### config.mk
export PLATFORM = sky130hd
export DESIGN_NAME = start_finish_latency_queue
export DESIGN_NICKNAME = d
export VERILOG_FILES = /design/src/rtl/sflq_pkg.sv /design/src/rtl/start_finish_latency_queue.sv /design/src/rtl/sflq_ram.sv /design/src/rtl/sflq_ctrl.sv /design/src/rtl/sflq_datapath.sv
export SDC_FILE = /design/constraint.sdc
export NUM_CORES = 2
export LEC_CHECK = 0
export BUFFER_PORTS_ARGS = -buffer_cell sky130_fd_sc_hd__buf_2
export CAP_MARGIN = 30
export CORE_ASPECT_RATIO = 0.9
export CORE_MARGIN = 2
export CORE_UTILIZATION = 35
export CTS_CLUSTER_DIAMETER = 80
export DETAILED_ROUTE_END_ITERATION = 8
export HOLD_SLACK_MARGIN = 0.08
export RECOVER_POWER = 100
export REMOVE_ABC_BUFFERS = 1
export SYNTH_ARGS = -nofsm -noshare
export SYNTH_HDL_FRONTEND = slang
export SYNTH_SLANG_ARGS = --single-unit
### constraint.sdc
create_clock -name clk_i -period 38.1 [get_ports clk_i]
set_input_delay 3.81 -clock clk_i [delete_from_list [all_inputs] [get_ports clk_i]]
set_output_delay 3.81 -clock clk_i [all_outputs]
set_load 0.02 [all_outputs]
### src/rtl/sflq_pkg.sv
// Shared types, sizes and codes for the start/finish latency queue.
// No dependencies; used by every module of the block except sflq_ram.
`timescale 1ns / 1ps

package sflq_pkg;

  localparam int START_DEPTH  = 16;
  localparam int RESULT_DEPTH = 16;

  localparam int START_PTR_W  = $clog2(START_DEPTH);
  localparam int START_CNT_W  = $clog2(START_DEPTH + 1);
  localparam int RESULT_PTR_W = $clog2(RESULT_DEPTH);
  localparam int RESULT_CNT_W = $clog2(RESULT_DEPTH + 1);

  localparam int ID_W     = 8;
  localparam int SECS_W   = 32;
  localparam int MILLIS_W = 10;

  localparam logic [MILLIS_W-1:0] MILLIS_PER_SEC = MILLIS_W'(1000);

  // request kinds
  localparam logic [1:0] KIND_START  = 2'd0;
  localparam logic [1:0] KIND_FINISH = 2'd1;
  localparam logic [1:0] KIND_READ   = 2'd2;

  // result status codes
  localparam logic [2:0] STS_OK           = 3'd0;
  localparam logic [2:0] STS_START_FULL   = 3'd1;
  localparam logic [2:0] STS_START_EMPTY  = 3'd2;
  localparam logic [2:0] STS_RESULT_FULL  = 3'd3;
  localparam logic [2:0] STS_RESULT_EMPTY = 3'd4;

  // record source select
  localparam logic [1:0] REC_ZERO   = 2'd0;
  localparam logic [1:0] REC_START  = 2'd1;
  localparam logic [1:0] REC_FINISH = 2'd2;
  localparam logic [1:0] REC_READ   = 2'd3;

  typedef struct packed {
    logic [1:0]          kind;
    logic [ID_W-1:0]     entry_id;
    logic [SECS_W-1:0]   time_seconds;
    logic [MILLIS_W-1:0] time_millis;
    logic                remove_flag;
  } sflq_req_t;

  typedef struct packed {
    logic [2:0]              status;
    logic [ID_W-1:0]         skier_id;
    logic [SECS_W-1:0]       start_seconds;
    logic [MILLIS_W-1:0]     start_millis;
    logic [SECS_W-1:0]       finish_seconds;
    logic [MILLIS_W-1:0]     finish_millis;
    logic                    removed;
    logic [SECS_W-1:0]       elapsed_seconds;
    logic [MILLIS_W-1:0]     elapsed_millis;
    logic [START_CNT_W-1:0]  on_course_count;
    logic [RESULT_CNT_W-1:0] stored_count;
  } sflq_rsp_t;

  typedef struct packed {
    logic [ID_W-1:0]     id;
    logic [SECS_W-1:0]   secs;
    logic [MILLIS_W-1:0] millis;
  } start_entry_t;

  typedef struct packed {
    logic [ID_W-1:0]     id;
    logic                removed;
    logic [SECS_W-1:0]   start_secs;
    logic [MILLIS_W-1:0] start_millis;
    logic [SECS_W-1:0]   finish_secs;
    logic [MILLIS_W-1:0] finish_millis;
    logic [SECS_W-1:0]   elapsed_secs;
    logic [MILLIS_W-1:0] elapsed_millis;
  } result_entry_t;

  // controller -> datapath
  typedef struct packed {
    logic       load_req;
    logic       exec;
    logic       push_start;
    logic       pop_start;
    logic       push_result;
    logic       pop_result;
    logic [2:0] status;
    logic [1:0] rec_sel;
  } sflq_cmd_t;

  // datapath -> controller
  typedef struct packed {
    logic [1:0] kind;
    logic       remove_flag;
    logic       start_full;
    logic       start_empty;
    logic       result_full;
    logic       result_empty;
  } sflq_sts_t;

endpackage

### src/rtl/start_finish_latency_queue.sv
// Every request has an accept cycle, at whose closing edge the start-queue
// and result-FIFO RAMs capture the oldest entries in their registered read ports, and
// an execute cycle, in which the elapsed time is formed and the queues are
// updated. busy is high during the execute cycle only, so no new request is
// accepted while one executes. Each request yields exactly one result, shown on
// rsp_o with done_o high for a single cycle, starting the cycle after the execute
// cycle; the receiver cannot stall and must take it then. No clearing pass is
// needed after reset.
// Top level: joins sflq_ctrl and sflq_datapath. Depends on sflq_pkg.
`timescale 1ns / 1ps

module start_finish_latency_queue (
  input  logic                clk_i,
  input  logic                rst_ni,
  input  logic                start,
  output logic                busy,
  input  sflq_pkg::sflq_req_t req_i,
  output logic                done_o,
  output sflq_pkg::sflq_rsp_t rsp_o
);

  sflq_pkg::sflq_cmd_t cmd;
  sflq_pkg::sflq_sts_t sts;

  sflq_ctrl u_ctrl (
    .clk_i (clk_i),
    .rst_ni(rst_ni),
    .start_i(start),
    .sts_i (sts),
    .busy_o(busy),
    .cmd_o (cmd)
  );

  sflq_datapath u_datapath (
    .clk_i (clk_i),
    .rst_ni(rst_ni),
    .req_i (req_i),
    .cmd_i (cmd),
    .sts_o (sts),
    .done_o(done_o),
    .rsp_o (rsp_o)
  );

`ifndef ASSERT_OFF
  // an accepted request is executed in the very next cycle
  a_accept_exec: assert property (@(posedge clk_i) disable iff (!rst_ni)
    (start && !busy) |=> busy)
    else $error("accepted request not executed");

  // a result strobe only follows an execute cycle
  a_done_after_exec: assert property (@(posedge clk_i) disable iff (!rst_ni)
    done_o |-> $past(busy))
    else $error("result strobe without execute cycle");

  // no push into a full start queue
  a_no_start_overflow: assert property (@(posedge clk_i) disable iff (!rst_ni)
    cmd.push_start |-> !sts.start_full)
    else $error("push into full start queue");

  // a start entry leaves only on a finish that found one
  a_pop_start_legal: assert property (@(posedge clk_i) disable iff (!rst_ni)
    cmd.pop_start |-> (sts.kind == sflq_pkg::KIND_FINISH) && !sts.start_empty)
    else $error("illegal start queue pop");
`endif

endmodule

### src/rtl/sflq_ram.sv
// Generic single-write, single-read RAM with registered read data.
// No dependencies.
`timescale 1ns / 1ps

module sflq_ram #(
  parameter int Width = 8,
  parameter int Depth = 16
) (
  input  logic                     clk_i,
  input  logic                     we_i,
  input  logic [$clog2(Depth)-1:0] waddr_i,
  input  logic [Width-1:0]         wdata_i,
  input  logic [$clog2(Depth)-1:0] raddr_i,
  output logic [Width-1:0]         rdata_o
);

  logic [Width-1:0] mem_q [Depth];

  always_ff @(posedge clk_i) begin
    if (we_i) begin
      mem_q[waddr_i] <= wdata_i;
    end
    rdata_o <= mem_q[raddr_i];
  end

endmodule

### src/rtl/sflq_ctrl.sv
// Controller: accept handshake, two-state sequencer and per-request decisions.
// Depends on sflq_pkg.
`timescale 1ns / 1ps

module sflq_ctrl (
  input  logic              clk_i,
  input  logic              rst_ni,
  input  logic              start_i,
  input  sflq_pkg::sflq_sts_t sts_i,
  output logic              busy_o,
  output sflq_pkg::sflq_cmd_t cmd_o
);

  localparam logic ST_IDLE = 1'b0;
  localparam logic ST_EXEC = 1'b1;

  logic state_q, state_d;

  always_comb begin
    state_d = state_q;
    unique case (state_q)
      ST_IDLE: if (start_i) state_d = ST_EXEC;
      ST_EXEC: state_d = ST_IDLE;
      default: state_d = ST_IDLE;
    endcase
  end

  always_ff @(posedge clk_i or negedge rst_ni) begin
    if (!rst_ni) begin
      state_q <= ST_IDLE;
    end else begin
      state_q <= state_d;
    end
  end

  assign busy_o = (state_q == ST_EXEC);

  always_comb begin
    cmd_o          = '0;
    cmd_o.status   = sflq_pkg::STS_OK;
    cmd_o.rec_sel  = sflq_pkg::REC_ZERO;
    cmd_o.load_req = start_i && (state_q == ST_IDLE);
    cmd_o.exec     = (state_q == ST_EXEC);
    if (state_q == ST_EXEC) begin
      unique case (sts_i.kind)
        sflq_pkg::KIND_START: begin
          cmd_o.rec_sel = sflq_pkg::REC_START;
          if (sts_i.start_full) begin
            cmd_o.status = sflq_pkg::STS_START_FULL;
          end else begin
            cmd_o.push_start = 1'b1;
          end
        end
        sflq_pkg::KIND_FINISH: begin
          if (sts_i.start_empty) begin
            cmd_o.status = sflq_pkg::STS_START_EMPTY;
          end else begin
            cmd_o.rec_sel   = sflq_pkg::REC_FINISH;
            cmd_o.pop_start = sts_i.remove_flag;
            // record still reported when the result FIFO is full
            if (sts_i.result_full) begin
              cmd_o.status = sflq_pkg::STS_RESULT_FULL;
            end else begin
              cmd_o.push_result = 1'b1;
            end
          end
        end
        sflq_pkg::KIND_READ: begin
          if (sts_i.result_empty) begin
            cmd_o.status = sflq_pkg::STS_RESULT_EMPTY;
          end else begin
            cmd_o.rec_sel    = sflq_pkg::REC_READ;
            cmd_o.pop_result = 1'b1;
          end
        end
        default: cmd_o.rec_sel = sflq_pkg::REC_ZERO;
      endcase
    end
  end

endmodule

### src/rtl/sflq_datapath.sv
// Datapath: request register, start queue and result FIFO with their pointers,
// elapsed-time arithmetic and result register. Depends on sflq_pkg, sflq_ram.
`timescale 1ns / 1ps

module sflq_datapath (
  input  logic                clk_i,
  input  logic                rst_ni,
  input  sflq_pkg::sflq_req_t req_i,
  input  sflq_pkg::sflq_cmd_t cmd_i,
  output sflq_pkg::sflq_sts_t sts_o,
  output logic                done_o,
  output sflq_pkg::sflq_rsp_t rsp_o
);

  localparam int SPW = sflq_pkg::START_PTR_W;
  localparam int SCW = sflq_pkg::START_CNT_W;
  localparam int RPW = sflq_pkg::RESULT_PTR_W;
  localparam int RCW = sflq_pkg::RESULT_CNT_W;
  localparam int MW  = sflq_pkg::MILLIS_W;
  localparam int SW  = sflq_pkg::SECS_W;

  localparam logic [SPW-1:0] START_LAST  = SPW'(sflq_pkg::START_DEPTH - 1);
  localparam logic [RPW-1:0] RESULT_LAST = RPW'(sflq_pkg::RESULT_DEPTH - 1);
  localparam logic [SCW-1:0] START_FULL  = SCW'(sflq_pkg::START_DEPTH);
  localparam logic [RCW-1:0] RESULT_FULL = RCW'(sflq_pkg::RESULT_DEPTH);

  sflq_pkg::sflq_req_t req_q;

  logic [SPW-1:0] start_wr_q, start_wr_d, start_rd_q, start_rd_d;
  logic [SCW-1:0] start_cnt_q, start_cnt_d;
  logic [RPW-1:0] res_head_q, res_head_d, res_tail_q, res_tail_d;
  logic [RCW-1:0] res_cnt_q, res_cnt_d;

  sflq_pkg::start_entry_t  start_wdata, start_rdata;
  sflq_pkg::result_entry_t res_wdata, res_rdata;

  logic          done_q;
  sflq_pkg::sflq_rsp_t rsp_q, rsp_d;

  logic [MW:0]   ms_diff;
  logic          borrow;
  logic [SW-1:0] el_secs;
  logic [MW-1:0] el_millis;

  always_ff @(posedge clk_i) begin
    if (cmd_i.load_req) begin
      req_q <= req_i;
    end
  end

  assign start_wdata.id     = req_q.entry_id;
  assign start_wdata.secs   = req_q.time_seconds;
  assign start_wdata.millis = req_q.time_millis;

  // read address is the current oldest entry; data lands at the accept edge
  sflq_ram #(
    .Width($bits(sflq_pkg::start_entry_t)),
    .Depth(sflq_pkg::START_DEPTH)
  ) u_start_ram (
    .clk_i  (clk_i),
    .we_i   (cmd_i.push_start),
    .waddr_i(start_wr_q),
    .wdata_i(start_wdata),
    .raddr_i(start_rd_q),
    .rdata_o(start_rdata)
  );

  // millis difference is one bit wider; its top bit flags a borrow
  assign ms_diff   = {1'b0, req_q.time_millis} - {1'b0, start_rdata.millis};
  assign borrow    = ms_diff[MW];
  assign el_secs   = req_q.time_seconds - start_rdata.secs - SW'(borrow);
  assign el_millis = borrow ? (ms_diff[MW-1:0] + sflq_pkg::MILLIS_PER_SEC)
                            : ms_diff[MW-1:0];

  assign res_wdata.id             = start_rdata.id;
  assign res_wdata.removed        = req_q.remove_flag;
  assign res_wdata.start_secs     = start_rdata.secs;
  assign res_wdata.start_millis   = start_rdata.millis;
  assign res_wdata.finish_secs    = req_q.time_seconds;
  assign res_wdata.finish_millis  = req_q.time_millis;
  assign res_wdata.elapsed_secs   = el_secs;
  assign res_wdata.elapsed_millis = el_millis;

  sflq_ram #(
    .Width($bits(sflq_pkg::result_entry_t)),
    .Depth(sflq_pkg::RESULT_DEPTH)
  ) u_result_ram (
    .clk_i  (clk_i),
    .we_i   (cmd_i.push_result),
    .waddr_i(res_tail_q),
    .wdata_i(res_wdata),
    .raddr_i(res_head_q),
    .rdata_o(res_rdata)
  );

  always_comb begin
    start_wr_d  = start_wr_q;
    start_rd_d  = start_rd_q;
    start_cnt_d = start_cnt_q;
    res_head_d  = res_head_q;
    res_tail_d  = res_tail_q;
    res_cnt_d   = res_cnt_q;
    if (cmd_i.push_start) begin
      start_wr_d  = (start_wr_q == START_LAST) ? '0 : start_wr_q + SPW'(1);
      start_cnt_d = start_cnt_q + SCW'(1);
    end
    if (cmd_i.pop_start) begin
      start_rd_d  = (start_rd_q == START_LAST) ? '0 : start_rd_q + SPW'(1);
      start_cnt_d = start_cnt_q - SCW'(1);
    end
    if (cmd_i.push_result) begin
      res_tail_d = (res_tail_q == RESULT_LAST) ? '0 : res_tail_q + RPW'(1);
      res_cnt_d  = res_cnt_q + RCW'(1);
    end
    if (cmd_i.pop_result) begin
      res_head_d = (res_head_q == RESULT_LAST) ? '0 : res_head_q + RPW'(1);
      res_cnt_d  = res_cnt_q - RCW'(1);
    end
  end

  always_ff @(posedge clk_i or negedge rst_ni) begin
    if (!rst_ni) begin
      start_wr_q  <= '0;
      start_rd_q  <= '0;
      start_cnt_q <= '0;
      res_head_q  <= '0;
      res_tail_q  <= '0;
      res_cnt_q   <= '0;
      done_q      <= 1'b0;
    end else begin
      start_wr_q  <= start_wr_d;
      start_rd_q  <= start_rd_d;
      start_cnt_q <= start_cnt_d;
      res_head_q  <= res_head_d;
      res_tail_q  <= res_tail_d;
      res_cnt_q   <= res_cnt_d;
      done_q      <= cmd_i.exec;
    end
  end

  always_comb begin
    rsp_d        = '0;
    rsp_d.status = cmd_i.status;
    case (cmd_i.rec_sel)
      sflq_pkg::REC_START: begin
        rsp_d.skier_id      = req_q.entry_id;
        rsp_d.start_seconds = req_q.time_seconds;
        rsp_d.start_millis  = req_q.time_millis;
      end
      sflq_pkg::REC_FINISH: begin
        rsp_d.skier_id        = res_wdata.id;
        rsp_d.start_seconds   = res_wdata.start_secs;
        rsp_d.start_millis    = res_wdata.start_millis;
        rsp_d.finish_seconds  = res_wdata.finish_secs;
        rsp_d.finish_millis   = res_wdata.finish_millis;
        rsp_d.removed         = res_wdata.removed;
        rsp_d.elapsed_seconds = res_wdata.elapsed_secs;
        rsp_d.elapsed_millis  = res_wdata.elapsed_millis;
      end
      sflq_pkg::REC_READ: begin
        rsp_d.skier_id        = res_rdata.id;
        rsp_d.start_seconds   = res_rdata.start_secs;
        rsp_d.start_millis    = res_rdata.start_millis;
        rsp_d.finish_seconds  = res_rdata.finish_secs;
        rsp_d.finish_millis   = res_rdata.finish_millis;
        rsp_d.removed         = res_rdata.removed;
        rsp_d.elapsed_seconds = res_rdata.elapsed_secs;
        rsp_d.elapsed_millis  = res_rdata.elapsed_millis;
      end
      default: rsp_d.skier_id = '0;
    endcase
    rsp_d.on_course_count = start_cnt_d;
    rsp_d.stored_count    = res_cnt_d;
  end

  always_ff @(posedge clk_i) begin
    if (cmd_i.exec) begin
      rsp_q <= rsp_d;
    end
  end

  assign sts_o.kind         = req_q.kind;
  assign sts_o.remove_flag  = req_q.remove_flag;
  assign sts_o.start_full   = (start_cnt_q == START_FULL);
  assign sts_o.start_empty  = (start_cnt_q == '0);
  assign sts_o.result_full  = (res_cnt_q == RESULT_FULL);
  assign sts_o.result_empty = (res_cnt_q == '0);

  assign done_o = done_q;
  assign rsp_o  = rsp_q;

endmodule

**Word level (Yosys, flattened, before mapping)**

Memory sizes are Yosys's and may differ from the RTL's. A register that Yosys moved wholly into a read port is not among the register bits.
Cells that the tools add are included.

- Register bits after elaboration: 229
- Output and inout port bits: 150
- Memory bits (writable): 2960
- Input port bits: 56
- Memories: 2
- Logic and storage cells: 88

- Reductions and logical operators: 4
- Multiplexer cells: 34
- Add/subtract/negate cells: 12
- Equal/unequal tests: 11
- Bitwise logic cells: 1

Memory list:

| memory | words | width | read ports | clocked after Yosys merged registers in | write ports | line | RTL |
|---|---|---|---|---|---|---|---|
| u_datapath.u_result_ram.mem_q | 16 | 135 | 1 | 1 | 1 | sflq_ram.sv:17 | `logic [Width-1:0] mem_q [Depth];` |
| u_datapath.u_start_ram.mem_q | 16 | 50 | 1 | 1 | 1 | sflq_ram.sv:17 |  |

Operators by type and width:

| cell | number |
|---|---|
| 85-bit one-hot mux with 2 select lines | 1 |
| 42-bit one-hot mux with 3 select lines | 1 |
| 32-bit by 1-bit subtractor with 32-bit output | 1 |
| 32-bit subtractor | 1 |
| 8-bit one-hot mux with 3 select lines | 1 |
| 5-bit 2-to-1 mux | 4 |
| 4-bit by 1-bit adder with 4-bit output (second input constant) | 4 |
| 4-bit equality test (second input constant) | 4 |
| 4-bit 2-to-1 mux | 4 |
| 1-bit 2-to-1 mux | 11 |
| 10-bit by 10-bit subtractor with 11-bit output | 1 |
| 10-bit adder (second input constant) | 1 |
| 5-bit by 1-bit adder with 5-bit output (second input constant) | 2 |
| 5-bit equality test (second input constant) | 2 |
| 5-bit logical NOT | 2 |
| 10-bit 2-to-1 mux | 1 |
| 2-bit 2-to-1 mux | 5 |
| 5-bit by 1-bit subtractor with 5-bit output (second input constant) | 2 |
| 9-bit 2-to-1 mux | 1 |
| 3-bit one-hot mux with 3 select lines | 1 |
| 2-bit equality test (second input constant) | 3 |
| 3-bit 2-to-1 mux | 2 |
| 2-bit one-hot mux with 3 select lines | 1 |
| 2-bit by 1-bit equality test with 1-bit output (second input constant) | 2 |
| other kinds (4) | 4 |

**Logic depth before layout (Yosys ltp)**

- Depth after elaboration: 7
- Depth in mapped cells: 19
- Mapped depth without buffers: 19

**Cells and area by module**

From an unflattened synthesis, not the netlist that was laid out.

- Cells, all modules: 6024
- Area, all modules: 127768.8 µm²

By module, submodules not included:

| module | instances | area an instance (µm²) | cells each | sequential area each (µm²) |
|---|---|---|---|---|
| sflq_ram at u_datapath.u_result_ram | 1 | 83909.2 | 3541 | 67564.8 |
| sflq_ram at u_datapath.u_start_ram | 1 | 30912.1 | 1294 | 25024.0 |
| sflq_datapath | 1 | 12757.2 | 1167 | 6711.4 |
| sflq_ctrl | 1 | 190.2 | 22 | 25.0 |

**Least setup slack after synthesis**

No wires, ideal clock.

- Kind: flip-flop to flip-flop
- Start point: register u_ctrl.state_q, in the netlist u_ctrl.busy_o
- End point: memory u_datapath.u_result_ram.mem_q[0][0] in the netlist's numbering (enable)
- Cell stages (with the launch flop): 7
- Arrival time: 13831 ps
- Period minus slack after synthesis: 14625 ps
- Library setup time: 794 ps
- Slack: 23475 ps
- Path through: dfrtp_1 nor2b_1 nand3_1 a21oi_1 clkbuf_1 nand2_1 nor3_1

- Word-level cells in the longest chain between the ends: 3

Ends and longest elaborated chain:

| what | line | RTL |
|---|---|---|
| start: declaration | sflq_ctrl.sv:17 | `logic state_q, state_d;` |
| start signal: assignment | sflq_ctrl.sv:32 | `state_q <= state_d;` |
| 9-bit 2-to-1 mux | sflq_ctrl.sv:44 | `if (state_q == ST_EXEC) begin` |
| 1-bit 2-to-1 mux | sflq_ram.sv:20 | `if (we_i) begin` |
| 1-bit 2-to-1 mux (implied by the code) | sflq_ram.sv:21 | `mem_q[waddr_i] <= wdata_i;` |
| end: declaration | sflq_ram.sv:17 |  |

Every way passes these cells.

==> results.sh <==
export IMPL_crit_top_cell="clkbuf_1"
export IMPL_r2r_start="u_datapath.res_head_q[0]"
export IMPL_peakVddDrop_mv=0.0698
export IMPL_fin_nets=7458
export IMPL_failed_checks="capacitance limit, slew limit"
export IMPL_ys_seq_area_frac=0.770
export IMPL_drcViolationCount=0
export IMPL_setup_viol=0
export IMPL_gp_congestion=0.811
export IMPL_cts_num_sinks=3374
export IMPL_finClkSkew_ns=0.0596
export IMPL_drive_gt1_frac=0.156
export IMPL_synth_cells=6845
export IMPL_grt_first_pass_wirelength_um=513000
export IMPL_path_max_fanout=105
export IMPL_area_growth_syn_to_layout_pct=14.4
export IMPL_track_usage=0.190
export IMPL_hold_depth=1
export IMPL_die_height_um=580
export IMPL_required_ns=38.93
export IMPL_synth_top_cell_area_share=0.736
export IMPL_clkSlewWorstSetupHoldPaths_ns=0.06
export IMPL_num_rows=211
export IMPL_status="finished, violations left"
export IMPL_tightest_slew_ns=10.59
export IMPL_root_buffer="clkbuf_16"
export IMPL_power_uw=11500
export IMPL_ys_warn_count=0
export IMPL_drv_slew=5649
export IMPL_fin_crit_ns=19.31
export IMPL_grt_max_degree=136
export IMPL_leakage_uw=0.0479
export IMPL_drtIter0Drc=8797
export IMPL_ioPinCount=206
export IMPL_power_density_nw_per_um2=78.0
export IMPL_synth_area_top_cells="edfxtp_1 (74%), mux4_2 (6.5%), mux2i_1 (4.3%)"
export IMPL_hold_violations=0
export IMPL_cts_htree_levels=5
export IMPL_path_buf_inv=6
export IMPL_fp_dieArea_um2=373000
export IMPL_viasPerCell=5.49
export IMPL_crit_path_start="u_datapath.res_head_q[0]"
export IMPL_clk_path_buf_depth=4
export IMPL_grt_overflow_total=0
export IMPL_worstReg2RegEnd="u_datapath.u_result_ram.rdata_o[26]"
export IMPL_cp_depth=11
export IMPL_drv_cap=152
export IMPL_slew_headroom=-6.06
export IMPL_drt_wirelength_per_cell_um=29.2
export IMPL_final_cell_mix="edfxtp_1 (3161), mux2i_1 (559), clkbuf_1 (488)"
export IMPL_hp_class="flip-flop to flip-flop"
export IMPL_final_common_cell="edfxtp_1"
export IMPL_finalSetupTns_ns=0
export IMPL_hold_buffers=0
export IMPL_crit_path_top_delay_cell="clkbuf_1"
export IMPL_hold_start="u_datapath.u_result_ram.rdata_o[24]"
export IMPL_worstSetupPathType="flip-flop to flip-flop"
export IMPL_start_util=0.352
export IMPL_critPathMaxStageDelay_ns=5.63
export IMPL_ys_ff_latch=3374
export IMPL_core_area_um2=367000
export IMPL_die_x_um=644
export IMPL_ant_nets=0
export IMPL_synth_async_sr_flop_share=0.00830
export IMPL_syn_area_um2=129000
export IMPL_num_vias=68700
export IMPL_synth_largest_area_cell="edfxtp_1"
export IMPL_path_delay_family="buffers and inverters"
export IMPL_arrival_ns=20.14
export IMPL_path_cells="clkbuf_1, clkbuf_1, clkbuf_1, clkbuf_1, clkbuf_1, clkbuf_1, mux2_2, o21ai_0, a21oi_1, a22oi_1, nand2_1"
export IMPL_r2r_cells=11
export IMPL_whs_endpoint="u_datapath.rsp_o[34]"
export IMPL_grt_pass1_vias=68700
export IMPL_rsz0062_at_grt="no"
export IMPL_first_pass_iters=6
export IMPL_cp_end_kind="flip-flop"
export IMPL_fmax_mhz=51.8
export IMPL_cts_tree="built"
export IMPL_syn_area_per_cell_um2=18.8
export IMPL_numCtsBuffers=358
export IMPL_wirelength_um=365000
export IMPL_post_cts_buffers=0
export IMPL_synthFlopType="edfxtp_1"
export IMPL_r2r_setup_slack_ns=18.79
export IMPL_port_buffer_count=205
export IMPL_yosysUniqueCellTypes=73
export IMPL_antenna_found_initial=25
export IMPL_dp_hpwl_um=200000
export IMPL_clock_latency_ns=0.96
export IMPL_cts_resized=0
export IMPL_synth_edf_count=3161
export IMPL_crit_path_start_kind="flip-flop"
export IMPL_min_period_over_period=0.507
power by group:
group | total, uW | switching, uW | internal, uW
registers | 5070 | 224 | 4840
logic | 2980 | 1860 | 1120
clock network | 3460 | 1460 | 2000
total | 11500 | 3540 | 7970
metal layers:
| layer | wire length [um] | vias up | global-route usage |
|---|---|---|---|
| li1 | - | 28700 | - |
| met1 | 152000 | 36400 | 0.265 |
| met2 | 174000 | 3006 | 0.310 |
| met3 | 26600 | 566 | 0.0228 |
| met4 | 12100 | 4 | 0.0598 |
| met5 | 27 | - | 0 |
worst max-delay path by stage:
stage,end,slack (ns)
finish,u_datapath.u_result_ram.rdata_o[26],18.79
CTS,u_datapath.u_result_ram.mem_q[2][37],31.03
floorplan,u_datapath.res_head_q[3],10.05
global route,u_datapath.u_result_ram.rdata_o[29],16.59
detailed placement,u_datapath.u_result_ram.mem_q[1][37],31.11
global placement,u_datapath.u_result_ram.mem_q[0][37],31.19
cells in the mapped netlist, types with 4 or more instances:
cell      count
mux2i_1     559
nor2b_1      14
nand2b_1     11
a22o_1       42
buf_1        64
mux2_2      186
xnor2_1      35
a211oi_1      5
o21a_1        8
o21bai_1      5
or3_1         6
a31oi_1       8
clkbuf_1    246
and3_1       10
a221o_1       4
a22oi_1     189
buf_2        50
o21ai_0     434
mux4_2      370
a221oi_1    187
dfrtp_1      28
dfxtp_1     185
and2_1       19
edfxtp_1   3161
o211ai_1      6
nor3_1       18
a21oi_1     227
a21o_1       20
nand4_1      10
inv_1       173
a222oi_1     50
nor2_1       51
xor2_1       15
ha_1         85
nand2_1     289
or2_2         4
nand3_1      15
through the flow:
step	instance area [um^2]	utilization	setup slack, ns	cells	hold slack (ns)
after floorplan	128000	-	10.05	6485	0.476
after global placement	137000	0.373	31.19	11800	0.510
after detailed placement	137000	0.374	31.11	11800	0.509
after CTS	149000	0.406	31.03	12500	0.523
after global routing	148000	0.402	16.59	12500	0.545
final	148000	0.402	18.79	12500	0.520
flip-flops by register name, indices dropped and copies added (netlist names), 5 cells and up:
register / count
u_datapath.start_cnt_q: 5
u_datapath.u_result_ram.mem_q: 2160
u_datapath.res_cnt_q: 5
u_datapath.u_result_ram.rdata_o: 135
u_datapath.u_start_ram.rdata_o: 50
u_datapath.u_start_ram.mem_q: 800
u_datapath.req_q: 50
u_datapath.rsp_o: 148
layout make-up:
cell class	instances	area (um^2)
repair buffers	469	2080
multi-input cells	2938	27700
fillers	32800	219000
clock inverters	168	1810
well taps	4899	6130
flip-flops and latches	3374	99300
clock buffers	494	9880
inverters	173	649
diodes	8	20.0
cells by family after synthesis:
| group | Yosys count | share of synthesized area |
|---|---|---|
| AOI/OAI and AO/OA | 1220 | 0.0619 |
| xor gates and xnor gates | 50 | 0.00339 |
| adders and majority gates | 88 | 0.00871 |
| buffers and inverters | 533 | 0.0160 |
| DFF | 3374 | 0.770 |
| muxes | 1116 | 0.124 |
| and+or+nand+nor | 464 | 0.0158 |
Power figures use the tool's default switching activity.
